### src/rtl/cbb_pkg.sv
`timescale 1ns / 1ps

package cbb_pkg;

	// Field widths
	localparam int CMD_W     = 2;
	localparam int ID_W      = 27;
	localparam int STATUS_W  = 2;
	localparam int LEN_W     = 11;
	localparam int CFG_IDX_W = 3;

	// Card id decode widths
	localparam int TYPE_W   = 4;   // top digit, 0..13 for a 27-bit id
	localparam int REM_W    = 24;  // id below the top digit, < 10^7
	localparam int SERIAL_W = 20;  // low six digits, < 10^6
	localparam int BIT_W    = 3;
	localparam int BYTE_W   = SERIAL_W - BIT_W;

	localparam int NUM_TYPES     = 7;
	localparam int TYPE_DIV      = 10000000;
	localparam int SERIAL_DIV    = 1000000;
	localparam int MAX_TYPE_DIG  = ((1 << ID_W) - 1) / TYPE_DIV;
	localparam int MAX_STAT_DIG  = 9;

	localparam int REGION_BYTES_DEF = 1024;
	localparam logic [LEN_W-1:0] LEN_RESET = LEN_W'(1024);

	// Command codes
	localparam logic [CMD_W-1:0] CMD_QUERY  = 2'd0;
	localparam logic [CMD_W-1:0] CMD_MARK   = 2'd1;
	localparam logic [CMD_W-1:0] CMD_UNMARK = 2'd2;
	localparam logic [CMD_W-1:0] CMD_CLEAR  = 2'd3;

	// Status codes
	localparam logic [STATUS_W-1:0] STAT_OK    = 2'd0;
	localparam logic [STATUS_W-1:0] STAT_LOST  = 2'd1;
	localparam logic [STATUS_W-1:0] STAT_RANGE = 2'd2;

	// Controller to datapath
	typedef struct packed {
		logic load_s1;   // capture the accepted transaction
		logic load_s2;   // station digit stripped
		logic load_s3;   // range check, address, byte read
		logic clr_step;  // zero one byte of the sweep
		logic commit;    // write back and load the result
	} ctrl_cmd_t;

	// Datapath to controller
	typedef struct packed {
		logic item_clear;  // latched command is clear-all
		logic clr_last;    // sweep at the last byte
	} dp_status_t;

endpackage

### src/rtl/cbb_ctrl.sv
`timescale 1ns / 1ps

module cbb_ctrl (
	input  logic                 clk,
	input  logic                 arst_n,
	input  logic                 req_valid,
	output logic                 req_ready,
	output logic                 rsp_valid,
	input  logic                 rsp_ready,
	input  cbb_pkg::dp_status_t  st,
	output cbb_pkg::ctrl_cmd_t   cmd
);

	typedef enum logic [2:0] {
		S_CLEAR,
		S_IDLE,
		S_DEC,
		S_READ,
		S_MOD
	} state_t;

	state_t state_q;
	logic   item_q;      // sweep belongs to a clear-all transaction
	logic   rsp_valid_q;
	logic   slot_free;

	assign slot_free = !rsp_valid_q || rsp_ready;

	// Commands
	assign req_ready    = (state_q == S_IDLE);
	assign cmd.load_s1  = (state_q == S_IDLE) && req_valid;
	assign cmd.load_s2  = (state_q == S_DEC);
	assign cmd.load_s3  = (state_q == S_READ);
	assign cmd.clr_step = (state_q == S_CLEAR);
	assign cmd.commit   = (state_q == S_MOD) && slot_free;
	assign rsp_valid    = rsp_valid_q;

	// State and output slot
	always_ff @(posedge clk or negedge arst_n) begin
		if (!arst_n) begin
			state_q     <= S_CLEAR;
			item_q      <= 1'b0;
			rsp_valid_q <= 1'b0;
		end else begin
			if (cmd.commit) begin
				rsp_valid_q <= 1'b1;
			end else if (rsp_ready) begin
				rsp_valid_q <= 1'b0;
			end

			case (state_q)
				S_CLEAR: begin
					if (st.clr_last) begin
						state_q <= item_q ? S_MOD : S_IDLE;
						item_q  <= 1'b0;
					end
				end
				S_IDLE: begin
					if (req_valid) begin
						state_q <= S_DEC;
					end
				end
				S_DEC: begin
					if (st.item_clear) begin
						state_q <= S_CLEAR;
						item_q  <= 1'b1;
					end else begin
						state_q <= S_READ;
					end
				end
				S_READ: begin
					state_q <= S_MOD;
				end
				S_MOD: begin
					if (slot_free) begin
						state_q <= S_IDLE;
					end
				end
				default: begin
					state_q <= S_IDLE;
				end
			endcase
		end
	end

endmodule
### config.mk
export PLATFORM = sky130hd
export DESIGN_NAME = cbb_ctrl
export DESIGN_NICKNAME = d
export VERILOG_FILES = /design/src/rtl/cbb_pkg.sv /design/src/rtl/cbb_ctrl.sv
export SDC_FILE = /design/constraint.sdc
export NUM_CORES = 1
export LEC_CHECK = 0
export ABC_AREA = 1
export BUFFER_PORTS_ARGS = -buffer_cell sky130_fd_sc_hd__buf_2
export CAP_MARGIN = 10
export CORE_AREA = 8 8 45 47
export DETAILED_ROUTE_END_ITERATION = 8
export DIE_AREA = 0 0 53 55
export MAX_ROUTING_LAYER = met4
export SYNTH_ARGS = -nofsm -noshare
export SYNTH_HDL_FRONTEND = slang
export SYNTH_SLANG_ARGS = --single-unit
### constraint.sdc
create_clock -name clk -period 1.29 [get_ports clk]
set_clock_uncertainty 0.05 [all_clocks]
set_input_delay 0.0645 -clock clk [delete_from_list [all_inputs] [get_ports clk]]
set_output_delay 0.0645 -clock clk [all_outputs]
set_load 0.02 [all_outputs]
==> run metrics <==
CP Buf/Inv Count 1; sequential fraction of the synthesis area 0.400; number of I/O pins 13; Routed WL 947 um; measured slew at the worst slew-check pin 0.217 ns; Most used DFF post-synth dfrtp_1; most common cell in the synthesized netlist nand2_1; crit path cell chain nor2_4 -> nand2_2 -> nor2_1 -> buf_4; Fillers between 150 and 200; drt drc 0; WL/cell ~11 um; crit start category flip-flop; Peak VDD IR 0.871 mV; EDFF count, synth 0; CORE AREA between 0.001 and 0.0015 sq mm; largest net degree at the start of global routing 8; initial antenna violation count 0; n_diodes 0; max-slew violations 0; synthesized area per cell about 6.7 sq um; IO Port Bufs 12; Max stage delay on crit path about 0.45 ns; Skew-Pair Late Insertion Delay roughly 0.25 ns; largest family of logic cells by synthesized area simple AND/OR/NAND/NOR gates; Netlist cell types 14; DRT met1 WL between 300 and 400 um; Worst path top cell family by delay flip-flops; minimum clock period 1.29 ns; Simple-Gate Fraction of Synth Area 0.460; die width between 50 and 60 um; Synth top cells by count nand2_1 (11), inv_1 (7), nand3_1 (6), nor2_1 (6), dfrtp_1 (5); total vias in the final route between 300 and 400; Post-DP Area roughly 400 sq um; layout cells sized above 1 0.486; final instance area around 540 sq um; Final Setup Violations 1; compound-cell area share of the yosys netlist 0.0320; Post-Synth XOR/XNOR Area 0; die height about 55 um; Synth Area in Adders 0; starting density of the core 0.226; Pre-antenna DRT Iters 5; clock buffer depth 2; DRT iter0 DRCs 5; number of cell rows 14; Arr. time, crit path 1.18 ns; syn_nets 53; max_slew headroom 0.854; vias in the first global route about 360; Clock Sinks 5; slowest CP cell dfrtp_2; RSZ-0062 raised after global routing yes; hold_ws approximately 0.057 ns; warnings from Yosys 0; H-tree levels 1; Routed met3 length 105 um; Nets 77; maximum capacitance violations 0; Yosys top cell by area dfrtp_1; top achievable clock speed around 770 MHz; mux share of post-synthesis cell area 0; status finished, violations left; CTS tree built; Yosys reg bits 5; Post-synth ARST share 1.00; Congestion Overflow GR 0; failing checks negative setup slack; cts bufs inserted 3; CP Capture Type primary output; Util after Layout 0.392; GP Congestion between 0.8 and 0.9; post-detail-place hpwl 660 um; Root Driver clkbuf_4; final worst slack -0.00480 ns; Req. time, crit path ~1.2 ns; Cells after Synth 47; DRT antenna net count 0; vias per inst between 4 and 5; crit share post-route 1.00; Setup CP Type reg2out; Pleak 0.000297 uW; synth top area cells dfrtp_1 (40%), nand2_1 (13%), nand3_1 (9.6%), inv_1 (8.4%), nor2_1 (7.2%); top layer in use met4; PD cells 2310 mW/mm^2; synth-to-layout area growth 73.2%; synthesized area about 310 sq um; GRT Util Overall 0.0739; Synth top area share 0.400; Final Hold Fails 0; die area around 0.0029 sq mm; first-pass GRT wire length approximately 1500 um; clock slew at reported path FFs ~0.050 ns; Worst Path Max Fanout 4; Met2 Wirelength around 450 um; Tightest Hold Check Type in2reg
## worst register-to-register path, delay by kind of cell (launching register included)
family,cells,cell delay (ns)
and+or+nand+nor,6,0.48
DFF,1,0.45
buffers and inverters,1,0.14
## layout by cell type, fill, tap and decap left out
cell type,n
nand2_1,10
buf_2,7
buf_4,7
inv_1,6
nor2_1,6
nand3_1,5
nand2_2,3
clkbuf_4,3
buf_6,3
dfrtp_2,3
nor2_4,2
inv_2,2
dlygate4sd3_1,2
dfrtp_1,2
inv_4,1
nand3_2,1
nor3_4,1
nor4_2,1
nand4_1,1
nand3b_1,1
a21oi_1,1
o21ai_1,1
clkbuf_1,1
## state kept, by name, indices dropped and copies added, names as in the netlist
| signal | flops |
|---|---|
| rsp_valid | 1 |
| item_q | 1 |
| state_q | 3 |
## stage by stage
| stage | instances | TNS (ns) | worst slack, ns | total power, uW |
|---|---|---|---|---|
| floorplan | 47 | -0.00117 | -0.00117 | 644 |
| global placement | 76 | 0 | 0.108 | 798 |
| finish | 86 | -0.00480 | -0.00480 | 1250 |
| detailed placement | 76 | 0 | 0.103 | 806 |
| CTS | 84 | -0.0132 | -0.00714 | 1120 |
| global route | 86 | -0.149 | -0.0707 | 1350 |
## metal layers
layer | global-route usage | up-vias
li1 | - | 195
met1 | 0.0780 | 162
met2 | 0.111 | 15
met3 | 0.0374 | 3
met4 | 0.0388 | 0
met5 | - | -
## report_power, final
group	total [uW]	switching [uW]	leakage [uW]	internal, uW
logic	759	418	0.000221	341
registers	299	81.2	0.0000612	218
clock network	195	77.0	0.0000150	118
total	1250	577	0.000297	677
## kinds of logic (layout without fill, tap and decap cells)
family,count (synthesis),count (layout)
compound gates,2,2
buf+inv,9,32
flops,5,5
simple gates,31,31
## layout make-up
cell class | instances | area (sq um) | share of cell area
clock buffer | 4 | 26.3 | 0.0485
inverter | 9 | 36.3 | 0.0670
tap | 16 | 20.0 | 0.0370
multi-input combinational | 33 | 189 | 0.349
timing repair buffer | 19 | 141 | 0.261
sequential | 5 | 129 | 0.238
## final timing paths
kind,startpoint,endpoint,slack [ns],cells past startpoint
max,state_q[1],cmd[0],-0.005,4
min,rsp_ready,rsp_valid,0.06,4
max reg2reg,state_q[1],state_q[2],0.06,7
min reg2reg,item_q,item_q,0.46,2
max in group asynchronous,arst_n,state_q[0],0.93,2
min in group asynchronous,arst_n,rsp_valid,0.11,2
## repair_timing
| item | 4_1_cts | 5_1_grt |
|---|---|---|
| endpoints found under the setup margin | 5 | 6 |
| setup buffers | 2 | 2 |
| hold buffers | 2 | 0 |
| resized for setup | 10 | 10 |
| pin swaps | 1 | 4 |
| hold endpoints to repair | 6 | 0 |
Note: power is estimated with default switching activity, not from simulation.
